--- config.mk ---
export PLATFORM = sky130hd
export DESIGN_NAME = ellipse_outline_pixel_test_unit_flat
export DESIGN_NICKNAME = d
export VERILOG_FILES = /design/src/rtl/eopt_pkg.sv /design/src/rtl/eopt_pix_if.sv /design/src/rtl/eopt_res_if.sv /design/src/rtl/eopt_cfg_if.sv /design/src/rtl/eopt_front.sv /design/src/rtl/eopt_dist.sv /design/src/rtl/eopt_isqrt.sv /design/src/rtl/ellipse_outline_pixel_test_unit.sv /design/src/flat_wrapper.sv
export SDC_FILE = /design/constraint.sdc
export NUM_CORES = 2
export LEC_CHECK = 0
export BUFFER_PORTS_ARGS = -buffer_cell sky130_fd_sc_hd__buf_2
export CORE_MARGIN = 3
export CORE_UTILIZATION = 30
export CTS_CLUSTER_DIAMETER = 120
export CTS_CLUSTER_SIZE = 16
export DETAILED_ROUTE_END_ITERATION = 7
export SYNTH_ARGS = -nofsm -noshare
export SYNTH_HDL_FRONTEND = slang
export SYNTH_HIERARCHICAL = 1
export SYNTH_SLANG_ARGS = --single-unit
--- constraint.sdc ---
create_clock -name clk -period 69.4 [get_ports clk]
set_clock_uncertainty 0.1 [all_clocks]
set_input_delay 6.94 -clock clk [delete_from_list [all_inputs] [get_ports clk]]
set_output_delay 6.94 -clock clk [all_outputs]
set_load 0.03 [all_outputs]
--- src/rtl/eopt_pkg.sv ---
`timescale 1ns / 1ps

package eopt_pkg;

  localparam int REG_BITS     = 10;
  localparam int CFG_IDX_BITS = 3;

  // register map
  localparam logic [CFG_IDX_BITS-1:0] REG_FOCUS_ONE_X    = 3'd0;
  localparam logic [CFG_IDX_BITS-1:0] REG_FOCUS_ONE_Y    = 3'd1;
  localparam logic [CFG_IDX_BITS-1:0] REG_FOCUS_TWO_X    = 3'd2;
  localparam logic [CFG_IDX_BITS-1:0] REG_FOCUS_TWO_Y    = 3'd3;
  localparam logic [CFG_IDX_BITS-1:0] REG_DISTANCE_TOTAL = 3'd4;

  typedef struct packed {
    logic [REG_BITS-1:0] focus_one_x;
    logic [REG_BITS-1:0] focus_one_y;
    logic [REG_BITS-1:0] focus_two_x;
    logic [REG_BITS-1:0] focus_two_y;
    logic [REG_BITS-1:0] distance_total;
  } eopt_cfg_t;

  // control that rides along each pipeline stage
  typedef struct packed {
    logic valid;
    logic box;
  } eopt_ctl_t;

endpackage

--- src/rtl/eopt_pix_if.sv ---
`timescale 1ns / 1ps

interface eopt_pix_if #(
  parameter int COORD_BITS = 12
) ();
  logic                         valid;
  logic                         ready;
  logic signed [COORD_BITS-1:0] pixel_x;
  logic signed [COORD_BITS-1:0] pixel_y;

  modport source (output valid, output pixel_x, output pixel_y, input ready);
  modport sink (input valid, input pixel_x, input pixel_y, output ready);
endinterface

--- src/rtl/eopt_res_if.sv ---
`timescale 1ns / 1ps

interface eopt_res_if ();
  logic valid;
  logic ready;
  logic on_curve;
  logic in_box;

  modport source (output valid, output on_curve, output in_box, input ready);
  modport sink (input valid, input on_curve, input in_box, output ready);
endinterface

--- src/rtl/eopt_cfg_if.sv ---
`timescale 1ns / 1ps

interface eopt_cfg_if
  import eopt_pkg::*;
();
  logic                    valid;
  logic                    ready;
  logic [CFG_IDX_BITS-1:0] index;
  logic [REG_BITS-1:0]     data;

  modport source (output valid, output index, output data, input ready);
  modport sink (input valid, input index, input data, output ready);
endinterface

--- src/rtl/eopt_front.sv ---
`timescale 1ns / 1ps

module eopt_front
  import eopt_pkg::*;
#(
  parameter int COORD_BITS = 12,
  parameter int DW         = 13,
  parameter int AW         = 12
) (
  input  logic                         clk,
  input  logic                         rst_n,
  input  logic                         en,
  input  logic                         in_valid,
  input  logic signed [COORD_BITS-1:0] pixel_x,
  input  logic signed [COORD_BITS-1:0] pixel_y,
  input  eopt_cfg_t                    cfg,
  output eopt_ctl_t                    ctl_o,
  output logic [AW-1:0]                ax_o [2],
  output logic [AW-1:0]                ay_o [2]
);

  localparam int PAD = DW - REG_BITS;

  logic signed [DW-1:0] px, py, r;
  logic signed [DW-1:0] fx [2];
  logic signed [DW-1:0] fy [2];
  logic signed [DW-1:0] dx [2];
  logic signed [DW-1:0] dy [2];
  logic signed [DW-1:0] lo_x, hi_x, lo_y, hi_y;
  logic [REG_BITS-1:0]  min_x, max_x, min_y, max_y;
  logic [AW-1:0]        ax_nxt [2];
  logic [AW-1:0]        ay_nxt [2];
  logic                 box;
  eopt_ctl_t            ctl_r;
  logic [AW-1:0]        ax_r [2];
  logic [AW-1:0]        ay_r [2];

  assign px = DW'(pixel_x);
  assign py = DW'(pixel_y);
  assign r  = $signed({{PAD{1'b0}}, cfg.distance_total});

  assign fx[0] = $signed({{PAD{1'b0}}, cfg.focus_one_x});
  assign fy[0] = $signed({{PAD{1'b0}}, cfg.focus_one_y});
  assign fx[1] = $signed({{PAD{1'b0}}, cfg.focus_two_x});
  assign fy[1] = $signed({{PAD{1'b0}}, cfg.focus_two_y});

  always_comb begin
    for (int l = 0; l < 2; l++) begin
      dx[l]     = px - fx[l];
      dy[l]     = py - fy[l];
      ax_nxt[l] = dx[l][DW-1] ? AW'(-dx[l]) : AW'(dx[l]);
      ay_nxt[l] = dy[l][DW-1] ? AW'(-dy[l]) : AW'(dy[l]);
    end
  end

  // bounding box: foci extremes widened by the distance total
  always_comb begin
    min_x = (cfg.focus_one_x < cfg.focus_two_x) ? cfg.focus_one_x : cfg.focus_two_x;
    max_x = (cfg.focus_one_x > cfg.focus_two_x) ? cfg.focus_one_x : cfg.focus_two_x;
    min_y = (cfg.focus_one_y < cfg.focus_two_y) ? cfg.focus_one_y : cfg.focus_two_y;
    max_y = (cfg.focus_one_y > cfg.focus_two_y) ? cfg.focus_one_y : cfg.focus_two_y;
    lo_x  = $signed({{PAD{1'b0}}, min_x}) - r;
    hi_x  = $signed({{PAD{1'b0}}, max_x}) + r;
    lo_y  = $signed({{PAD{1'b0}}, min_y}) - r;
    hi_y  = $signed({{PAD{1'b0}}, max_y}) + r;
    box   = (px >= lo_x) && (px <= hi_x) && (py >= lo_y) && (py <= hi_y);
  end

  always_ff @(posedge clk) begin
    if (!rst_n) begin
      ctl_r <= '0;
    end else if (en) begin
      ctl_r.valid <= in_valid;
      ctl_r.box   <= box;
    end
  end

  always_ff @(posedge clk) begin
    if (en) begin
      for (int l = 0; l < 2; l++) begin
        ax_r[l] <= ax_nxt[l];
        ay_r[l] <= ay_nxt[l];
      end
    end
  end

  assign ctl_o = ctl_r;
  assign ax_o  = ax_r;
  assign ay_o  = ay_r;

endmodule

--- src/rtl/eopt_dist.sv ---
`timescale 1ns / 1ps

module eopt_dist
  import eopt_pkg::*;
#(
  parameter int AW        = 12,
  parameter int FRAC_BITS = 8,
  parameter int RAD_BITS  = 2 * AW + 2 + 2 * FRAC_BITS
) (
  input  logic                clk,
  input  logic                rst_n,
  input  logic                en,
  input  eopt_ctl_t           ctl_i,
  input  logic [AW-1:0]       ax_i [2],
  input  logic [AW-1:0]       ay_i [2],
  output eopt_ctl_t           ctl_o,
  output logic [RAD_BITS-1:0] rad_o [2]
);

  localparam int SQW = 2 * AW + 1;
  localparam int TOP = RAD_BITS - SQW - 2 * FRAC_BITS;

  eopt_ctl_t           sq_ctl_r, rad_ctl_r;
  logic [2*AW-1:0]     sqx_r [2];
  logic [2*AW-1:0]     sqy_r [2];
  logic [SQW-1:0]      sum [2];
  logic [RAD_BITS-1:0] rad_r [2];

  always_ff @(posedge clk) begin
    if (!rst_n) begin
      sq_ctl_r  <= '0;
      rad_ctl_r <= '0;
    end else if (en) begin
      sq_ctl_r  <= ctl_i;
      rad_ctl_r <= sq_ctl_r;
    end
  end

  always_comb begin
    for (int l = 0; l < 2; l++) begin
      sum[l] = SQW'(sqx_r[l]) + SQW'(sqy_r[l]);
    end
  end

  // squares first, then their sum scaled for the fraction bits of the root
  always_ff @(posedge clk) begin
    if (en) begin
      for (int l = 0; l < 2; l++) begin
        sqx_r[l] <= ax_i[l] * ax_i[l];
        sqy_r[l] <= ay_i[l] * ay_i[l];
        rad_r[l] <= {{TOP{1'b0}}, sum[l], {(2 * FRAC_BITS){1'b0}}};
      end
    end
  end

  assign ctl_o = rad_ctl_r;
  assign rad_o = rad_r;

endmodule

--- src/rtl/eopt_isqrt.sv ---
`timescale 1ns / 1ps

module eopt_isqrt
  import eopt_pkg::*;
#(
  parameter int RAD_BITS = 42,
  parameter int RB       = RAD_BITS / 2
) (
  input  logic                clk,
  input  logic                rst_n,
  input  logic                en,
  input  eopt_ctl_t           ctl_i,
  input  logic [RAD_BITS-1:0] rad_i [2],
  output eopt_ctl_t           ctl_o,
  output logic [RB-1:0]       root_o [2]
);

  // one root bit per stage, both foci side by side
  eopt_ctl_t           ctl_r  [RB];
  logic [RB-1:0]       root_r [RB][2];
  logic [RB-1:0]       rem_r  [RB-1][2];
  logic [RAD_BITS-1:0] rad_r  [RB-1][2];

  for (genvar s = 0; s < RB; s++) begin : g_stage
    eopt_ctl_t ctl_in;

    if (s == 0) begin : g_first
      assign ctl_in = ctl_i;
    end else begin : g_next
      assign ctl_in = ctl_r[s-1];
    end

    always_ff @(posedge clk) begin
      if (!rst_n) begin
        ctl_r[s] <= '0;
      end else if (en) begin
        ctl_r[s] <= ctl_in;
      end
    end

    for (genvar l = 0; l < 2; l++) begin : g_lane
      logic [RB-1:0]       rem_in, root_in, root_nxt, rem_nxt;
      logic [RAD_BITS-1:0] rad_in;
      logic [RB+1:0]       rem_n, trial, diff;
      logic                ge;

      if (s == 0) begin : g_first
        assign rem_in  = '0;
        assign root_in = '0;
        assign rad_in  = rad_i[l];
      end else begin : g_next
        assign rem_in  = rem_r[s-1][l];
        assign root_in = root_r[s-1][l];
        assign rad_in  = rad_r[s-1][l];
      end

      always_comb begin
        rem_n    = {rem_in, rad_in[2 * (RB - 1 - s) + 1 -: 2]};
        trial    = {root_in, 2'b01};
        diff     = rem_n - trial;
        ge       = (rem_n >= trial);
        root_nxt = {root_in[RB-2:0], ge};
        rem_nxt  = ge ? diff[RB-1:0] : rem_n[RB-1:0];
      end

      always_ff @(posedge clk) begin
        if (en) begin
          root_r[s][l] <= root_nxt;
        end
      end

      if (s < RB - 1) begin : g_carry
        always_ff @(posedge clk) begin
          if (en) begin
            rem_r[s][l] <= rem_nxt;
            rad_r[s][l] <= rad_in;
          end
        end
      end
    end
  end

  assign ctl_o     = ctl_r[RB-1];
  assign root_o[0] = root_r[RB-1][0];
  assign root_o[1] = root_r[RB-1][1];

endmodule

--- src/rtl/ellipse_outline_pixel_test_unit.sv ---
`timescale 1ns / 1ps
// Ellipse outline pixel test.
// Channels: in_pix carries one pixel (pixel_x, pixel_y, two's complement) per beat;
// out_res returns one beat per pixel, in order: on_curve and in_box. cfg_wr writes
// a register by index (0 focus_one_x, 1 focus_one_y, 2 focus_two_x, 3 focus_two_y,
// 4 distance_total); other indexes are dropped. cfg_wr is always ready; write it
// only while no pixel is in flight.
// Stages: each pixel passes the front register, the squares and sum registers in
// eopt_dist, the root stages and the output register. The focal roots take one
// bit per stage, which sets the pipeline depth.
// Throughput: one pixel per cycle. A new pixel is taken while a result waits at
// the output, as long as the last root stage is empty; once it holds an item
// too, the whole pipeline holds until out_res is taken, losing nothing.
// Reset: synchronous rst_n zeroes the cfg and valid bits, emptying the pipeline.

module ellipse_outline_pixel_test_unit
  import eopt_pkg::*;
#(
  parameter int COORD_BITS = 12,
  parameter int FRAC_BITS  = 8
) (
  input  logic         clk,
  input  logic         rst_n,
  eopt_pix_if.sink     in_pix,
  eopt_res_if.source   out_res,
  eopt_cfg_if.sink     cfg_wr
);

  localparam int DW       = ((COORD_BITS > REG_BITS) ? COORD_BITS : REG_BITS + 1) + 1;
  localparam int AW       = DW - 1;
  localparam int RB       = AW + 1 + FRAC_BITS;
  localparam int RAD_BITS = 2 * RB;
  localparam int SW       = RB + 1;
  localparam int EW       = SW + 1;
  localparam int TOL      = (4 << FRAC_BITS) / 5;

  eopt_cfg_t       cfg_r, cfg_nxt;
  eopt_ctl_t       front_ctl, dist_ctl, root_ctl;
  logic [AW-1:0]   ax [2];
  logic [AW-1:0]   ay [2];
  logic [RAD_BITS-1:0] rad [2];
  logic [RB-1:0]   root [2];
  logic            en, out_load;
  logic            out_valid_r, on_curve_r, in_box_r;
  logic [SW-1:0]   dsum;
  logic [EW-1:0]   tgt;
  logic            on_nxt;

  // configuration registers
  always_comb begin
    cfg_nxt = cfg_r;
    if (cfg_wr.valid) begin
      case (cfg_wr.index)
        REG_FOCUS_ONE_X:    cfg_nxt.focus_one_x    = cfg_wr.data;
        REG_FOCUS_ONE_Y:    cfg_nxt.focus_one_y    = cfg_wr.data;
        REG_FOCUS_TWO_X:    cfg_nxt.focus_two_x    = cfg_wr.data;
        REG_FOCUS_TWO_Y:    cfg_nxt.focus_two_y    = cfg_wr.data;
        REG_DISTANCE_TOTAL: cfg_nxt.distance_total = cfg_wr.data;
        default:            cfg_nxt = cfg_r;
      endcase
    end
  end

  always_ff @(posedge clk) begin
    if (!rst_n) begin
      cfg_r <= '0;
    end else begin
      cfg_r <= cfg_nxt;
    end
  end

  assign cfg_wr.ready = 1'b1;

  // pipeline advances unless the last root stage is full and blocked by the output
  assign out_load     = out_res.ready || !out_valid_r;
  assign en           = out_load || !root_ctl.valid;
  assign in_pix.ready = en;

  eopt_front #(
    .COORD_BITS (COORD_BITS),
    .DW         (DW),
    .AW         (AW)
  ) u_front (
    .clk      (clk),
    .rst_n    (rst_n),
    .en       (en),
    .in_valid (in_pix.valid),
    .pixel_x  (in_pix.pixel_x),
    .pixel_y  (in_pix.pixel_y),
    .cfg      (cfg_r),
    .ctl_o    (front_ctl),
    .ax_o     (ax),
    .ay_o     (ay)
  );

  eopt_dist #(
    .AW        (AW),
    .FRAC_BITS (FRAC_BITS),
    .RAD_BITS  (RAD_BITS)
  ) u_dist (
    .clk   (clk),
    .rst_n (rst_n),
    .en    (en),
    .ctl_i (front_ctl),
    .ax_i  (ax),
    .ay_i  (ay),
    .ctl_o (dist_ctl),
    .rad_o (rad)
  );

  eopt_isqrt #(
    .RAD_BITS (RAD_BITS),
    .RB       (RB)
  ) u_isqrt (
    .clk    (clk),
    .rst_n  (rst_n),
    .en     (en),
    .ctl_i  (dist_ctl),
    .rad_i  (rad),
    .ctl_o  (root_ctl),
    .root_o (root)
  );

  // |d1 + d2 - total| <= tol, written as two one-sided compares
  always_comb begin
    dsum   = SW'(root[0]) + SW'(root[1]);
    tgt    = EW'({cfg_r.distance_total, {FRAC_BITS{1'b0}}});
    on_nxt = (EW'(dsum) <= tgt + EW'(TOL)) && (EW'(dsum) + EW'(TOL) >= tgt);
  end

  always_ff @(posedge clk) begin
    if (!rst_n) begin
      out_valid_r <= 1'b0;
    end else if (out_load) begin
      out_valid_r <= root_ctl.valid;
    end
  end

  always_ff @(posedge clk) begin
    if (out_load) begin
      on_curve_r <= on_nxt;
      in_box_r   <= root_ctl.box;
    end
  end

  assign out_res.valid    = out_valid_r;
  assign out_res.on_curve = on_curve_r;
  assign out_res.in_box   = in_box_r;

`ifndef ASSERT_OFF
  a_accept_enters: assert property (@(posedge clk) disable iff (!rst_n)
    in_pix.valid && in_pix.ready |=> front_ctl.valid)
    else $error("accepted pixel did not enter the first stage");

  a_no_overrun: assert property (@(posedge clk) disable iff (!rst_n)
    root_ctl.valid && out_valid_r && !out_res.ready |-> !en)
    else $error("pipeline advanced into a blocked output");

  a_reset_empty: assert property (@(posedge clk)
    !rst_n |=> !out_valid_r && !front_ctl.valid)
    else $error("pipeline not empty after reset");
`endif

endmodule

--- src/flat_wrapper.sv ---
// flat-port wrapper written by rule: the top's interface ports become plain ports
module ellipse_outline_pixel_test_unit_flat import eopt_pkg::*;
#(
  parameter int COORD_BITS = 12,
  parameter int FRAC_BITS  = 8
)
  (clk, rst_n, in_pix_valid, in_pix_pixel_x, in_pix_pixel_y, in_pix_ready, out_res_valid, out_res_on_curve, out_res_in_box, out_res_ready, cfg_wr_valid, cfg_wr_index, cfg_wr_data, cfg_wr_ready);
  eopt_pix_if #(.COORD_BITS(COORD_BITS)) in_pix_i ();
  eopt_res_if out_res_i ();
  eopt_cfg_if cfg_wr_i ();
  input  logic clk;
  input  logic rst_n;
  input wire logic [$bits(in_pix_i.valid)-1:0] in_pix_valid;
  input wire logic [$bits(in_pix_i.pixel_x)-1:0] in_pix_pixel_x;
  input wire logic [$bits(in_pix_i.pixel_y)-1:0] in_pix_pixel_y;
  output wire logic [$bits(in_pix_i.ready)-1:0] in_pix_ready;
  output wire logic [$bits(out_res_i.valid)-1:0] out_res_valid;
  output wire logic [$bits(out_res_i.on_curve)-1:0] out_res_on_curve;
  output wire logic [$bits(out_res_i.in_box)-1:0] out_res_in_box;
  input wire logic [$bits(out_res_i.ready)-1:0] out_res_ready;
  input wire logic [$bits(cfg_wr_i.valid)-1:0] cfg_wr_valid;
  input wire logic [$bits(cfg_wr_i.index)-1:0] cfg_wr_index;
  input wire logic [$bits(cfg_wr_i.data)-1:0] cfg_wr_data;
  output wire logic [$bits(cfg_wr_i.ready)-1:0] cfg_wr_ready;
  assign in_pix_i.valid = in_pix_valid;
  assign in_pix_i.pixel_x = in_pix_pixel_x;
  assign in_pix_i.pixel_y = in_pix_pixel_y;
  assign in_pix_ready = in_pix_i.ready;
  assign out_res_valid = out_res_i.valid;
  assign out_res_on_curve = out_res_i.on_curve;
  assign out_res_in_box = out_res_i.in_box;
  assign out_res_i.ready = out_res_ready;
  assign cfg_wr_i.valid = cfg_wr_valid;
  assign cfg_wr_i.index = cfg_wr_index;
  assign cfg_wr_i.data = cfg_wr_data;
  assign cfg_wr_ready = cfg_wr_i.ready;
  ellipse_outline_pixel_test_unit #(.COORD_BITS(COORD_BITS), .FRAC_BITS(FRAC_BITS)) u_core (.clk(clk), .rst_n(rst_n), .in_pix(in_pix_i), .out_res(out_res_i), .cfg_wr(cfg_wr_i));
endmodule
==> impl_results.html <==
<table>
<tr><th>Metric</th><th>Value</th></tr>
<tr><th colspan="2">CTS</th></tr>
<tr><td>Hold_buf cts</td><td>0</td></tr>
<tr><td>TritonCTS clock tree</td><td>yes</td></tr>
<tr><td>H-tree level count</td><td>4</td></tr>
<tr><td>Num CTS Buffers</td><td>175</td></tr>
<tr><td>Setup Buffers After CTS</td><td>0</td></tr>
<tr><td>Deepest clock path buffer count</td><td>4</td></tr>
<tr><td>Clock latency on the worst-skew pair</td><td>0.88 ns</td></tr>
<tr><td>Number of clock sinks</td><td>2,381</td></tr>
<tr><td>Clock transition at the register clock pins on the worst setup and hold paths after CTS</td><td>0.07 ns</td></tr>
<tr><td>CTS root buffer</td><td>clkbuf_16</td></tr>
<tr><td>Post-CTS resize count</td><td>0</td></tr>
<tr><th colspan="2">Synthesis</th></tr>
<tr><td>Count of cell types in the netlist</td><td>131</td></tr>
<tr><td>Largest family of logic cells by synthesized area</td><td>adder cells</td></tr>
<tr><td>Part of the Yosys area used for sequential elements</td><td>53.3%</td></tr>
<tr><td>Synth Instances</td><td>11,300</td></tr>
<tr><td>Number of enable-type register cells in the synthesized netlist</td><td>2,324</td></tr>
<tr><td>Cell area after synthesis</td><td>133,000 um2</td></tr>
<tr><td>Compound-gate portion of the synthesized area</td><td>10.7%</td></tr>
<tr><td>Synth Area in XOR/XNOR</td><td>5.53%</td></tr>
<tr><td>Yosys warning count</td><td>6</td></tr>
<tr><td>Mux cell area share after synthesis</td><td>0.978%</td></tr>
<tr><td>Share of synthesized flip-flops with an asynchronous set or reset</td><td>0%</td></tr>
<tr><td>Count of state elements after synthesis</td><td>2,381</td></tr>
<tr><td>Area share of and/or/nand/nor cells after synthesis</td><td>10.5%</td></tr>
<tr><td>Dominant synthesized flop cell</td><td>edfxtp_1</td></tr>
<tr><td>Mean post-synth cell area</td><td>11.8 um2</td></tr>
<tr><td>Adder and majority gate portion of the synthesized area</td><td>14.2%</td></tr>
<tr><th colspan="2">Floorplan</th></tr>
<tr><td>Floorplan die area</td><td>452,000 um2</td></tr>
<tr><td>Number of core rows</td><td>244</td></tr>
<tr><td>Ports placed on the boundary</td><td>47</td></tr>
<tr><td>Core Footprint</td><td>442,000 um2</td></tr>
<tr><td>Horizontal die dimension</td><td>672 um</td></tr>
<tr><td>Chip Height</td><td>672 um</td></tr>
<tr><td>Initial standard-cell utilization of the core</td><td>30.1%</td></tr>
<tr><th colspan="2">Power and ir drop</th></tr>
<tr><td>Power density relative to cell area</td><td>48.9 nW/um2</td></tr>
<tr><td>Worst supply voltage drop on vdd</td><td>0.0000785 V</td></tr>
<tr><td>Leakage dissipation</td><td>60.4 nW</td></tr>
<tr><td>Total net switching power</td><td>0.00285 W</td></tr>
<tr><td>Register share of total power</td><td>35.1%</td></tr>
<tr><td>Switch share</td><td>40.3%</td></tr>
<tr><td>Power share of the combinational group</td><td>51.7%</td></tr>
<tr><td>Part of the power in the clock network</td><td>13.2%</td></tr>
<tr><td>Pint</td><td>0.00423 W</td></tr>
<tr><th colspan="2">STA</th></tr>
<tr><td>Post-route clock period utilization</td><td>21.8%</td></tr>
<tr><td>Max transition margin</td><td>23.2%</td></tr>
<tr><td>Fin. Hold Viols</td><td>0</td></tr>
<tr><td>Fmax</td><td>66.2 MHz</td></tr>
<tr><td>Transition time of the tightest slew-check pin</td><td>1.15 ns</td></tr>
<tr><td>Count of pins over their slew limit</td><td>0</td></tr>
<tr><td>Post-Route Setup TNS</td><td>0 ns</td></tr>
<tr><td>Number of setup violations in the final report</td><td>0</td></tr>
<tr><td>Unrepaired setup endpoints after global routing</td><td>no</td></tr>
<tr><td>Least setup slack across all paths after layout</td><td>54.30 ns</td></tr>
<tr><td>Final-layout worst hold slack</td><td>0.267 ns</td></tr>
<tr><td>Min cycle time layout</td><td>15.10 ns</td></tr>
<tr><th colspan="2">Drt</th></tr>
<tr><td>Mean number of vias per cell</td><td>4.64</td></tr>
<tr><td>Via total after detailed routing</td><td>80,100</td></tr>
<tr><td>DRC violations left</td><td>0</td></tr>
<tr><td>Wire length reported by the detailed router</td><td>259,000 um</td></tr>
<tr><td>Number of antenna-violating nets in the routed design</td><td>0</td></tr>
<tr><td>Length of the first detailed-routing pass in iterations</td><td>5</td></tr>
<tr><td>Average wire length per cell after detail routing</td><td>15.0 um</td></tr>
<tr><td>DRC marker count from the first detailed-route iteration</td><td>5,175</td></tr>
<tr><th colspan="2">Min path</th></tr>
<tr><td>Path type of the worst min-delay path</td><td>reg -&gt; reg</td></tr>
<tr><th colspan="2">Global route</th></tr>
<tr><td>Aggregate global-route resource usage</td><td>11.2%</td></tr>
<tr><td>Maximum number of pins on one net before global-route repair</td><td>193</td></tr>
<tr><td>Global-route wire length before repair</td><td>417,000 um</td></tr>
<tr><td>Number of antenna violations at the first check in global routing</td><td>39</td></tr>
<tr><td>GRT Residual Overflow</td><td>0</td></tr>
<tr><td>Via count of the first global-routing pass</td><td>78,800</td></tr>
<tr><th colspan="2">Place</th></tr>
<tr><td>Count of port buffers added during placement</td><td>45</td></tr>
<tr><td>Post-Place Worst Slack</td><td>54.27 ns</td></tr>
<tr><td>Gp weighted congestion</td><td>0.866</td></tr>
<tr><td>HPWL after detailed placement</td><td>191,000 um</td></tr>
<tr><th colspan="2">Critical path</th></tr>
<tr><td>Kind of critical path</td><td>in -&gt; out</td></tr>
<tr><td>Endpoint class of the critical path</td><td>output pin</td></tr>
<tr><td>Data arrival time of the critical path</td><td>8.06 ns</td></tr>
<tr><td>Slowest cell on the critical path</td><td>nor2b_1</td></tr>
<tr><td>Startpoint type of the worst setup path</td><td>primary input</td></tr>
<tr><td>Worst-path fanout max</td><td>4</td></tr>
<tr><td>Required time of the critical path</td><td>62.36 ns</td></tr>
<tr><td>Register-to-register setup slack</td><td>63.21 ns</td></tr>
<tr><td>List of cells traversed by the critical path</td><td>buf_2 &gt; nor2b_1 &gt; nand2_4 &gt; buf_2</td></tr>
<tr><td>Cell with the most instances on the worst path</td><td>buf_2</td></tr>
<tr><td>CP max stage delay</td><td>0.35 ns</td></tr>
<tr><th colspan="2">Finish</th></tr>
<tr><td>Most common library cell in the layout ignoring fill and taps</td><td>edfxtp_1</td></tr>
<tr><td>Net total in the final layout</td><td>12,700</td></tr>
<tr><td>Core utilization of the finished layout</td><td>32.8%</td></tr>
<tr><td>Fraction of layout cells with a size suffix above 1</td><td>4.59%</td></tr>
<tr><td>Leading cell types in the layout, fill and taps excluded</td><td>2,324 x edfxtp_1, 1,371 x inv_1, 972 x ha_1</td></tr>
<tr><td>Area growth, synth to finish</td><td>8.81%</td></tr>
<tr><th colspan="2">Run status</th></tr>
<tr><td>Run status</td><td>finished, final reports clean</td></tr>
<tr><th colspan="2">Job</th></tr>
<tr><td>Max-cap check violation count</td><td>0</td></tr>
</table>
worst max-delay path, delay by kind of cell:
| family | cells | cell delay [ns] |
|---|---|---|
| and+or+nand+nor | 2 | 0.64 |
| buffers and inverters | 2 | 0.42 |
per-layer routing:
layer / part of all wire, % / GRT usage [%]
met2: 48 / 19.0
met3: 3.9 / 1.29
met1: 46 / 14.9
met4: 2.8 / 3.60
met5: 0 / 0
worst paths after layout:
check                           cells past startpoint                           to                         start
worst min-delay path                                0  u_core/u_isqrt/rad_r[1][59]  u_core/u_isqrt/rad_r[0][143]
worst max-delay path                                4                 in_pix_ready                 out_res_ready
worst min register to register                      0  u_core/u_isqrt/rad_r[1][59]  u_core/u_isqrt/rad_r[0][143]
worst max register to register                     18   u_core/u_dist/sqy_r[0][20]       u_core/u_front/ay_o[15]
final cells by class:
cell class | instances | area [um2]
Clock inverter | 6 | 66.3
Antenna cell | 25 | 62.6
Fill cell | 44100 | 297000
Sequential cell | 2381 | 70900
Multi-Input combinational cell | 7286 | 56000
Timing Repair Buffer | 97 | 691
Clock buffer | 217 | 4620
Inverter | 1374 | 5160
Tap cell | 5904 | 7390
power groups by stage:
stage / sequential, W / clock (W) / combinational [W]
after floorplan: 0.00240 / 0 / 0.00284
after global placement: 0.00252 / 0 / 0.00361
after detailed placement: 0.00253 / 0 / 0.00362
after CTS: 0.00250 / 0.000975 / 0.00367
after global routing: 0.00254 / 0.00103 / 0.00417
final: 0.00249 / 0.000933 / 0.00366
sequential cells by signal, summed over array words and instances (netlist names):
register                 count
u_core/u_front/ctl_o         2
u_core/u_dist/sqy_r         46
u_core/u_dist/ctl_o          2
u_core/u_dist/sqx_r         46
u_core/u_dist/sq_ctl_r       2
u_core/u_isqrt/rad_r       840
u_core/u_front/ax_o         24
u_core/out_res.valid         1
u_core/u_dist/rad_o         50
u_core/out_res.in_box        1
u_core/u_front/ay_o         24
u_core/u_isqrt/rem_r       788
u_core/u_isqrt/ctl_r        42
u_core/u_isqrt/root_r      462
u_core/cfg_r                50
u_core/out_res.on_curve      1
cell usage after synthesis, drive strengths merged (200+ instances only):
master | n | area share, %
and2 | 213 | 1.0
xnor2 | 474 | 3.1
inv | 1373 | 3.9
xor2 | 365 | 2.4
a21o | 252 | 1.4
nor2 | 596 | 1.7
edfxtp | 2324 | 52
a21oi | 657 | 2.5
nor3 | 200 | 0.78
nand2 | 729 | 2.1
o21ai | 497 | 1.9
fa | 340 | 5.1
ha | 972 | 9.1
kinds of logic after synthesis:
kind of cell | count (synthesis)
buffers and inverters | 1646
xor gates and xnor gates | 839
AOI/OAI and AO/OA | 2201
and+or+nand+nor | 2778
muxes | 119
other | 3
DFF | 2381
adders and majority gates | 1312
per-stage QoR:
step	power [W]	cell area, um2	cells
6_report	0.00708	145000	17300
5_1_grt	0.00774	145000	17300
4_1_cts	0.00714	145000	17300
3_5_place_dp	0.00615	140000	17000
3_3_place_gp	0.00613	140000	17000
2_1_floorplan	0.00524	133000	11300
Note: power is estimated with default switching activity, not from simulation.
